--- src/rtl/spq_pkg.sv ---
// Shared constants and types for the stable priority queue.
`timescale 1ns / 1ps
`default_nettype none
package spq_pkg;

  // Number of slots in the cell chain
  localparam int CAPACITY = 16;
  localparam int IDX_W    = (CAPACITY > 1) ? $clog2(CAPACITY) : 1;
  localparam int CNT_W    = $clog2(CAPACITY + 1);

  // Field widths
  localparam int VAL_W    = 32;
  localparam int PRI_W    = 16;
  localparam int OP_W     = 2;
  localparam int STAT_W   = 2;
  localparam int ECNT_W   = 5;

  // Operation codes
  localparam logic [OP_W-1:0] OP_INSERT = 2'd0;
  localparam logic [OP_W-1:0] OP_REMOVE = 2'd1;

  // Status codes
  localparam logic [STAT_W-1:0] ST_OK    = 2'd0;
  localparam logic [STAT_W-1:0] ST_EMPTY = 2'd1;
  localparam logic [STAT_W-1:0] ST_FULL  = 2'd2;

  // Packed stream widths
  localparam int IN_DATA_W  = 56;
  localparam int OUT_DATA_W = 64;

  // Broadcast from the control to every cell
  typedef struct packed {
    logic                    ins;
    logic                    rem;
    logic signed [VAL_W-1:0] value;
    logic signed [PRI_W-1:0] prio;
    logic [CNT_W-1:0]        count;
  } spq_ctrl_t;

endpackage
`default_nettype wire

--- src/rtl/stable_priority_queue.sv ---
// Top level of the stable priority queue: cell chain, count and result register.
//
//   Channel  | Direction | Handshake          | Payload
//   in_      | slave     | in_tvalid/tready   | in_tdata: opcode, item_value, item_priority
//   out_     | master    | out_tvalid/tready  | out_tdata: status, count, flags, head entry
//
// One item is taken per cycle while in_tready is high; its result appears in the output
// register in the next cycle. The row of cells compares every slot with the new priority at
// once and shifts in the same edge, so no operation iterates.
// Reset clears the count and the output valid flag; slot contents are not cleared.
// in_tready drops only while a result waits and out_tready is low.
`timescale 1ns / 1ps
`default_nettype none
module stable_priority_queue (
  input  wire logic                               clk,
  input  wire logic                               rst_n,
  input  wire logic                               in_tvalid,
  output logic                                    in_tready,
  // [1:0] opcode, [33:2] item_value, [49:34] item_priority, [55:50] zero
  input  wire logic [spq_pkg::IN_DATA_W-1:0]      in_tdata,
  output logic                                    out_tvalid,
  input  wire logic                               out_tready,
  // [1:0] status, [6:2] entry_count, [7] queue_empty, [8] queue_full,
  // [9] head_valid, [41:10] head_value, [57:42] head_priority, [63:58] zero
  output logic [spq_pkg::OUT_DATA_W-1:0]          out_tdata
);

  localparam int CAP = spq_pkg::CAPACITY;

  logic                               in_acc;
  logic [spq_pkg::OP_W-1:0]           in_op;
  logic signed [spq_pkg::VAL_W-1:0]   in_value;
  logic signed [spq_pkg::PRI_W-1:0]   in_prio;

  logic [spq_pkg::CNT_W-1:0]          count_r;
  logic [spq_pkg::CNT_W-1:0]          count_nxt;
  logic                               is_full;
  logic                               is_empty;
  logic [spq_pkg::STAT_W-1:0]         status;
  spq_pkg::spq_ctrl_t                 ctrl;

  logic                               out_valid_r;
  logic [spq_pkg::OUT_DATA_W-1:0]     out_data_r;
  logic [spq_pkg::OUT_DATA_W-1:0]     out_data_nxt;

  logic                               cell_keep  [CAP];
  logic signed [spq_pkg::VAL_W-1:0]   cell_value [CAP];
  logic signed [spq_pkg::PRI_W-1:0]   cell_prio  [CAP];
  logic signed [spq_pkg::VAL_W-1:0]   cell_nvalue[CAP];
  logic signed [spq_pkg::PRI_W-1:0]   cell_nprio [CAP];

  logic                               head_valid;
  logic signed [spq_pkg::VAL_W-1:0]   head_value;
  logic signed [spq_pkg::PRI_W-1:0]   head_prio;

  // Unpack the input item
  assign in_op     = in_tdata[1:0];
  assign in_value  = in_tdata[33:2];
  assign in_prio   = in_tdata[49:34];
  assign in_tready = !out_valid_r || out_tready;
  assign in_acc    = in_tvalid && in_tready;

  assign is_full  = count_r == spq_pkg::CNT_W'(CAP);
  assign is_empty = count_r == '0;

  // Decode the operation and drop what cannot be done
  always_comb begin
    ctrl.ins   = in_acc && (in_op == spq_pkg::OP_INSERT) && !is_full;
    ctrl.rem   = in_acc && (in_op == spq_pkg::OP_REMOVE) && !is_empty;
    ctrl.value = in_value;
    ctrl.prio  = in_prio;
    ctrl.count = count_r;
    status     = spq_pkg::ST_OK;
    if (in_op == spq_pkg::OP_INSERT && is_full) begin
      status = spq_pkg::ST_FULL;
    end else if (in_op == spq_pkg::OP_REMOVE && is_empty) begin
      status = spq_pkg::ST_EMPTY;
    end
    count_nxt = count_r;
    if (ctrl.ins) begin
      count_nxt = count_r + spq_pkg::CNT_W'(1);
    end else if (ctrl.rem) begin
      count_nxt = count_r - spq_pkg::CNT_W'(1);
    end
  end

  // Row of slot cells, head at index zero
  for (genvar i = 0; i < CAP; i++) begin : g_cell
    logic                             l_keep;
    logic signed [spq_pkg::VAL_W-1:0] l_value;
    logic signed [spq_pkg::PRI_W-1:0] l_prio;
    logic signed [spq_pkg::VAL_W-1:0] r_value;
    logic signed [spq_pkg::PRI_W-1:0] r_prio;

    if (i == 0) begin : g_first
      assign l_keep  = 1'b1;
      assign l_value = cell_value[i];
      assign l_prio  = cell_prio[i];
    end else begin : g_mid
      assign l_keep  = cell_keep[i-1];
      assign l_value = cell_value[i-1];
      assign l_prio  = cell_prio[i-1];
    end

    if (i == CAP - 1) begin : g_last
      assign r_value = cell_value[i];
      assign r_prio  = cell_prio[i];
    end else begin : g_inner
      assign r_value = cell_value[i+1];
      assign r_prio  = cell_prio[i+1];
    end

    spq_cell u_cell (
      .clk         (clk),
      .ctrl        (ctrl),
      .slot_idx    (spq_pkg::IDX_W'(i)),
      .left_keep   (l_keep),
      .left_value  (l_value),
      .left_prio   (l_prio),
      .right_value (r_value),
      .right_prio  (r_prio),
      .keep        (cell_keep[i]),
      .slot_value  (cell_value[i]),
      .slot_prio   (cell_prio[i]),
      .nxt_value   (cell_nvalue[i]),
      .nxt_prio    (cell_nprio[i])
    );
  end

  // Head after the operation, zero when nothing is stored
  assign head_valid = count_nxt != '0;
  assign head_value = head_valid ? cell_nvalue[0] : '0;
  assign head_prio  = head_valid ? cell_nprio[0]  : '0;

  // Pack the result item
  always_comb begin
    out_data_nxt        = '0;
    out_data_nxt[1:0]   = status;
    out_data_nxt[6:2]   = spq_pkg::ECNT_W'(count_nxt);
    out_data_nxt[7]     = count_nxt == '0;
    out_data_nxt[8]     = count_nxt == spq_pkg::CNT_W'(CAP);
    out_data_nxt[9]     = head_valid;
    out_data_nxt[41:10] = head_value;
    out_data_nxt[57:42] = head_prio;
  end

  // Hold the count and the result register
  always_ff @(posedge clk) begin
    if (!rst_n) begin
      count_r     <= '0;
      out_valid_r <= 1'b0;
    end else begin
      count_r <= count_nxt;
      if (in_acc) begin
        out_valid_r <= 1'b1;
      end else if (out_tready) begin
        out_valid_r <= 1'b0;
      end
    end
  end

  always_ff @(posedge clk) begin
    if (in_acc) begin
      out_data_r <= out_data_nxt;
    end
  end

  assign out_tvalid = out_valid_r;
  assign out_tdata  = out_data_r;

`ifndef SYNTHESIS
  // Count never passes the number of slots
  a_count_bound: assert property (@(posedge clk) disable iff (!rst_n)
    count_r <= spq_pkg::CNT_W'(CAP))
    else $error("stored count exceeds capacity");

  // An accepted insert with room grows the count by one
  a_insert_grows: assert property (@(posedge clk) disable iff (!rst_n)
    (in_acc && in_op == spq_pkg::OP_INSERT && !is_full)
      |=> count_r == $past(count_r) + spq_pkg::CNT_W'(1))
    else $error("insert did not grow the count");

  // Reported head is valid exactly when the queue is not empty
  a_head_flags: assert property (@(posedge clk) disable iff (!rst_n)
    out_valid_r |-> (out_data_r[9] == !out_data_r[7]))
    else $error("head valid disagrees with empty flag");
`endif

endmodule
`default_nettype wire

--- src/rtl/spq_cell.sv ---
// One slot of the sorted chain: holds an entry and shifts with its neighbours.
`timescale 1ns / 1ps
`default_nettype none
module spq_cell (
  input  wire logic                              clk,
  input  wire spq_pkg::spq_ctrl_t                ctrl,
  input  wire logic [spq_pkg::IDX_W-1:0]         slot_idx,
  input  wire logic                              left_keep,
  input  wire logic signed [spq_pkg::VAL_W-1:0]  left_value,
  input  wire logic signed [spq_pkg::PRI_W-1:0]  left_prio,
  input  wire logic signed [spq_pkg::VAL_W-1:0]  right_value,
  input  wire logic signed [spq_pkg::PRI_W-1:0]  right_prio,
  output logic                                   keep,
  output logic signed [spq_pkg::VAL_W-1:0]       slot_value,
  output logic signed [spq_pkg::PRI_W-1:0]       slot_prio,
  output logic signed [spq_pkg::VAL_W-1:0]       nxt_value,
  output logic signed [spq_pkg::PRI_W-1:0]       nxt_prio
);

  logic signed [spq_pkg::VAL_W-1:0] value_r;
  logic signed [spq_pkg::PRI_W-1:0] prio_r;
  logic                             occupied;

  assign occupied   = spq_pkg::CNT_W'(slot_idx) < ctrl.count;
  // Hold position when the stored entry ranks at or above the new one
  assign keep       = occupied && (prio_r >= ctrl.prio);
  assign slot_value = value_r;
  assign slot_prio  = prio_r;

  // Choose the next contents: stay, take the new entry, or shift
  always_comb begin
    nxt_value = value_r;
    nxt_prio  = prio_r;
    if (ctrl.ins) begin
      if (keep) begin
        nxt_value = value_r;
        nxt_prio  = prio_r;
      end else if (left_keep) begin
        nxt_value = ctrl.value;
        nxt_prio  = ctrl.prio;
      end else begin
        nxt_value = left_value;
        nxt_prio  = left_prio;
      end
    end else if (ctrl.rem) begin
      nxt_value = right_value;
      nxt_prio  = right_prio;
    end
  end

  always_ff @(posedge clk) begin
    value_r <= nxt_value;
    prio_r  <= nxt_prio;
  end

endmodule
`default_nettype wire

--- config.mk ---
export PLATFORM = sky130hd
export DESIGN_NAME = stable_priority_queue
export DESIGN_NICKNAME = d
export VERILOG_FILES = /design/src/rtl/spq_pkg.sv /design/src/rtl/stable_priority_queue.sv /design/src/rtl/spq_cell.sv
export SDC_FILE = /design/constraint.sdc
export NUM_CORES = 2
export LEC_CHECK = 0
export ABC_AREA = 1
export ABC_CLOCK_PERIOD_IN_PS = 5200
export BUFFER_PORTS_ARGS = -buffer_cell sky130_fd_sc_hd__buf_2
export CAP_MARGIN = 20
export CORE_UTILIZATION = 55
export CTS_CLUSTER_SIZE = 8
export DETAILED_ROUTE_END_ITERATION = 12
export HOLD_SLACK_MARGIN = 0.12
export PLACE_DENSITY = 0.75
export SETUP_SLACK_MARGIN = 0.5
export SLEW_MARGIN = 10
export SYNTH_ARGS = -nofsm -noshare
export SYNTH_HDL_FRONTEND = slang
export SYNTH_SLANG_ARGS = --single-unit
--- constraint.sdc ---
create_clock -name clk -period 5.2 [get_ports clk]
set_input_delay 0.26 -clock clk [delete_from_list [all_inputs] [get_ports clk]]
set_output_delay 0.26 -clock clk [all_outputs]
set_load 0.02 [all_outputs]
# After elaboration in Yosys (flattened, before gate mapping)
# Index checks and enable logic that the tools add are counted.
[totals]
register_bits = 832
in_bits = 60
out_inout_bits = 66
elab_cells = 262
[op_classes]
addsub = 2
n_lt_le_gt_ge = 32
eq_ne = 17
mux = 125
bitwise_logic = 1
n_reduce_logical = 48
[ops]
columns = ["cell", "n"]
rows = [
  ["$mux W32", 60],
  ["$mux W16", 60],
  ["$ge A16 B16 Y1", 16],
  ["$lt A4 B5 Y1 const A", 8],
  ["$reduce_and A2 Y1", 15],
  ["$ne A2 B2 Y1 const B", 14],
  ["$logic_and A1 B1 Y1", 23],
  ["$lt A3 B5 Y1 const A", 4],
  ["$eq A5 B5 Y1 const B", 2],
  ["$logic_not A5 Y1", 2],
  ["$lt A1 B5 Y1 const A", 2],
  ["$lt A2 B5 Y1 const A", 2],
  ["$mux W5", 2],
  ["$add A5 B1 Y5 const B", 1],
  ["$reduce_bool A5 Y1", 1],
  ["$sub A5 B1 Y5 const B", 1],
  ["$reduce_bool A2 Y1", 2],
  ["$logic_not A1 Y1", 3],
  ["$mux W1", 3],
  ["$eq A2 B1 Y1 const B", 1],
  ["$logic_not A2 Y1", 1],
  ["$logic_or A1 B1 Y1", 1],
  ["$not A1 Y1", 1],
]

# Longest topological paths before layout
[logic_depth]
ltp_word = 8
ltp_mapped = 18
depth_no_buf = 16

# By module
# A second synthesis with hierarchy kept.
[unflattened]
hier_cells = 9558
area_unflattened_um2 = 61659.1
[by_module_without_submodules]
columns = ["mod", "instances", "cells_each", "area_per_inst_um2", "seq_area_each_um2"]
rows = [
  ["spq_cell (g_cell[1].u_cell ...)", 9, 580, 3676.0, 960.9],
  ["spq_cell (g_cell[0].u_cell ...)", 7, 585, 3687.3, 960.9],
  ["stable_priority_queue", 1, 243, 2763.9, 1861.8],
]

# Worst setup path after synthesis
# OpenSTA, ideal clock, no wires.
[synth_path]
path_type = "in2reg"
startpoint = "in in_tdata[49] in the netlist's numbering"
endpoint = "reg g_cell[8].u_cell.prio_r (netlist bit g_cell[8].u_cell.slot_prio[0]) (enable)"
setup_ps = 482
arrival_time_ps = 4825
required_time_ps = 4718
path_slack_ps = -108
path_stages = 13
n_path_buf = 3
cell_sequence = "inv_1 clkbuf_1 ha_1 nand2_1 inv_1 nand3_1 nor3b_1 nand2_1 nand4_1 nand3_1 buf_2 buf_2 a31oi_1"
[synth_via]
elab_chain_cells = 4
[synth_rtl]
columns = ["element", "line", "rtl"]
rows = [
  ["start, declared", "stable_priority_queue.sv:20", "input wire logic [spq_pkg::IN_DATA_W-1:0] in_tdata,"],
  ["$ge A16 B16 Y1", "spq_cell.sv:26", "assign keep = occupied && (prio_r >= ctrl.prio);"],
  ["$logic_and A1 B1 Y1", "spq_cell.sv:26", ""],
  ["$ne A2 B2 Y1 (no line)", "-", ""],
  ["$reduce_and A2 Y1 (no line)", "-", ""],
  ["end signal, assigned", "spq_cell.sv:53", "prio_r <= nxt_prio;"],
  ["end, declared", "spq_cell.sv:21", "logic signed [spq_pkg::PRI_W-1:0] prio_r;"],
]
# No other way between the ends.
# A chain may end at the register's enable or synchronous reset.

# Final worst setup path
[layout_path]
startpoint = "reg count_r[0] in the netlist's numbering"
endpoint = "reg g_cell[1].u_cell.value_r (netlist bit g_cell[1].u_cell.slot_value[20]) (enable)"
[layout_via]
elab_chain_cells = 5
word_cells_on_any_way = 11
cone_classes = "order compare (1); eq/ne (2); reduce/logical (8)"
[layout_rtl]
columns = ["element", "line", "rtl"]
rows = [
  ["start, declared", "stable_priority_queue.sv:35", "logic [spq_pkg::CNT_W-1:0] count_r;"],
  ["start signal, assigned", "stable_priority_queue.sv:153", "count_r <= count_nxt;"],
  ["parallel branches: the longest is 4 deep, another holds $lt A1 B5 Y1", "-", ""],
  ["$reduce_and A2 Y1 (no line) (*)", "-", ""],
  ["end signal, assigned", "spq_cell.sv:52", "value_r <= nxt_value;"],
  ["end, declared", "spq_cell.sv:20", "logic signed [spq_pkg::VAL_W-1:0] value_r;"],
]
# Every way passes the cells marked *.

==> results.tsv <==
stage	metric	value	unit
run_status	outcome	completed	
floorplan	core area	93300	um^2
worst_setup_path	Worst EP arrival	4440	ps
worst_setup_path	CP max FO	65	
timing	Pins Over Slew Limit	0	
grt	first-pass GRT wire length	219000	um
finish	area of the multi-input gates	22700	um^2
timing	max frequency	243	MHz
timing	Setup Viol. Count Final	0	
routing	DRC errors left	0	
pwr	peak supply drop	0.247	mV
hold_path	Hold Path Depth	3	
routing	Initial DRC Count	5473	
worst_setup_path	crit end category	flip-flop	
floorplan	die area	95400	um^2
timing	final worst path period share	79.1	%
worst_setup_path	r2r setup slk	1090	ps
synthesis	synthesized instance count	6717	
worst_setup_path	critical path data required time	5530	ps
synthesis	simple-gate share of the synthesized area	33.0	%
clock_network	H-tree depth reported by CTS	3	
hold_path	Endpoint, Worst Hold	g_cell[15].u_cell.slot_prio[0]$_DFFE_PP_	
clock_network	Resized cells post-CTS	0	
pwr	Power Dens Cells	309	nW/um^2
synthesis	asr flop ratio synth	0	%
grt	initial antenna violation count	1	
finish	Syn-to-layout area delta	10.1	%
routing	drt pass-1 iters	6	
synthesis	Avg Inst Size Synth	7.71	um^2
grt	total global-route track usage	28.2	%
routing	Via-to-Cell Ratio	5.57	
timing	Rel. slew slack	7.57	%
pwr	Pleak	27.3	nW
floorplan	Top Ports	126	
synthesis	Unique masters post-synth	44	
worst_setup_path	Reg2Reg Launch Point	count_r[0]$_SDFF_PN0_	
place	IO buf count	113	
synthesis	sequential share of the synthesized area	47.2	%
clock_network	clock sink total	832	
timing	clock skew	28.4	ps
clock_network	CTS tree	done	
clock_network	Max clock buf depth	3	
synthesis	main combinational cell family by area after synthesis	simple AND/OR/NAND/NOR gates	
synthesis	Post-Synth XOR/XNOR Area	0.0314	%
floorplan	die width	309	um
synthesis	complex-gate fraction of the synthesized area	3.81	%
worst_setup_path	CP Class	flip-flop to flip-flop	
clock_network	number of CTS-inserted buffers	114	
clock_network	clock slew at reported path FFs	50	ps
run	MaxCap Viol Count	0	
hold_path	Hold Crit Start	in_tdata[34]	
finish	layout cells sized above 1	6.25	%
floorplan	# rows	112	
timing	post-route minimum period	4110	ps
floorplan	initial core utilization	55.5	%
timing	RSZ-0062 raised after global routing	no	
pwr	Total Power	0.0176	W
place	DP HPWL	94000	um
worst_setup_path	worst-case reg-to-reg path depth	10	
worst_setup_path	RR Endpoint	g_cell[1].u_cell.slot_value[20]$_DFFE_PP_	
finish	Nets	6985	
synthesis	area of the mapped netlist	51800	um^2
finish	commonest non-fill, non-tap cell in the layout	nand2_1	
clock_network	CTS Root Cell	clkbuf_16	
routing	antenna-violating nets left	0	
synthesis	Ys Warns	0	
synthesis	Post-synth EDFFs	778	
synthesis	post-synthesis mux area share	0	%
finish	most frequent cells in the layout	nand2_1, nand3_1, inv_1	
routing	Total Wirelength	136000	um
synthesis	number of synthesized register bits	832	
place	RePlAce Congestion	0.869	
finish	Reg area	24400	um^2
clock_network	Post-CTS Setup Bufs	0	
routing	Vias	44400	
timing	endpoints failing hold	0	
timing	Tightest Pin Transition	1390	ps
routing	WL/cell	17.1	um
floorplan	Die H	309	um
worst_setup_path	Setup crit start kind	flip-flop	
grt	total grt overflow	0	
finish	# diodes	0	
synthesis	adder-cell share of the synthesized area	6.26	%
finish	fill count	8127	
clock_network	Skew-Pair Late Insertion Delay	700	ps
timing	Setup TNS	0	ps
synthesis	top_reg_cell synth	edfxtp_1	
hold_path	worst hold path class	input port to flip-flop	
grt	number of global-route vias before repair	40700	
grt	largest net degree at the start of global routing	275	
layout make-up:
| type | count | area share [%] |
|---|---|---|
| timing repair buffer | 289 | 3.67 |
| inverter | 821 | 5.43 |
| tap | 1254 | 2.75 |
| clock inverter | 6 | 0.125 |
| multi-input combinational | 4608 | 39.7 |
| sequential | 832 | 42.8 |
| clock buffer | 169 | 5.44 |
worst max-delay path by stage:
stage,from,slack (ps),cells past startpoint,end
2_1_floorplan,in_tdata[49],-90,13,g_cell[10].u_cell.slot_prio[0]$_DFFE_PP_
3_3_place_gp,count_r[0]$_SDFF_PN0_,1200,10,g_cell[1].u_cell.slot_value[11]$_DFFE_PP_
3_5_place_dp,count_r[0]$_SDFF_PN0_,1140,10,g_cell[1].u_cell.slot_value[12]$_DFFE_PP_
4_1_cts,count_r[0]$_SDFF_PN0_,1140,10,g_cell[1].u_cell.slot_value[20]$_DFFE_PP_
5_1_grt,count_r[0]$_SDFF_PN0_,900,10,g_cell[1].u_cell.slot_value[7]$_DFFE_PP_
6_report,count_r[0]$_SDFF_PN0_,1090,10,g_cell[1].u_cell.slot_value[20]$_DFFE_PP_
synth_stat cells, drive strengths merged, types with 2 or more instances:
cell	number	share of area, %
o211ai	2	0.039
o21bai	5	0.072
a31oi	14	0.17
nor3	9	0.14
inv	819	5.9
clkbuf	332	2.4
nand2	2368	17
nor3b	5	0.082
a21oi	177	1.7
ha	259	6.3
o21ai	106	1.0
nand2b	2	0.024
nand3b	7	0.10
dfxtp	54	2.1
buf	129	1.4
edfxtp	778	45
a22oi	48	0.70
nand3	1493	14
nand4	44	0.53
nor2	54	0.42
or2	3	0.036
clkinv	2	0.017
sequential cells by signal, indices dropped and copies added, names as in the netlist:
signal,count
g_cell.u_cell.slot_value,512
g_cell.u_cell.slot_prio,256
out_tdata,58
count_r,5
out_tvalid,1
critical path, cell delays in order, from the launching register on:
cell	delay, ps
dfxtp_1	540
inv_1	330
ha_1	310
nand2_1	90
nor2_2	50
nand2_1	180
nand2_8	330
nand2_2	260
inv_2	340
a31oi_4	730
buf_4	500
metrics by stage:
step / worst slack, ps / instances / utilization, % / instance area (um^2) / hold slack (ps)
after floorplan: -85.1 / 6722 / - / 51900 / 445
after global placement: 1200 / 7751 / 57.2 / 53300 / 480
after detailed placement: 1140 / 7751 / 57.2 / 53300 / 487
after CTS: 1140 / 7979 / 61.1 / 57000 / 237
after global routing: 901 / 7979 / 61.1 / 57000 / 298
final: 1090 / 7979 / 61.1 / 57000 / 283
power breakdown:
part,internal (W),switching [W]
Sequential,0.00783,0.000223
Clock,0.00404,0.00284
Combinational,0.000791,0.00189
what timing repair did:
| item | in CTS | in global routing |
|---|---|---|
| hold buffers | 53 | 0 |
| endpoints found under the setup margin | 0 | 0 |
| endpoints found under the hold margin | 56 | 0 |
routing by layer:
layer	wire (um)	GRT usage, %	vias up	share of wire, %
li1	-	-	22000	-
met3	11700	3.43	193	8.6
met2	59100	42.5	2027	43
met1	62800	42.9	20200	46
met4	2730	7.13	0	2.0
met5	0	0	-	0
cell families (layout without fill, tap and decap cells):
logic type               Yosys count  after routing
AO/OA/AOI/OAI                    357            357
XOR/XNOR                           1              1
adder cells (fa/ha/maj)          259            259
buffers and inverters           1282           1285
flip-flops                       832            832
other                              1              6
AND/OR/NAND/NOR                 3985           3985
No activity file was read; power rests on OpenSTA's default activity.
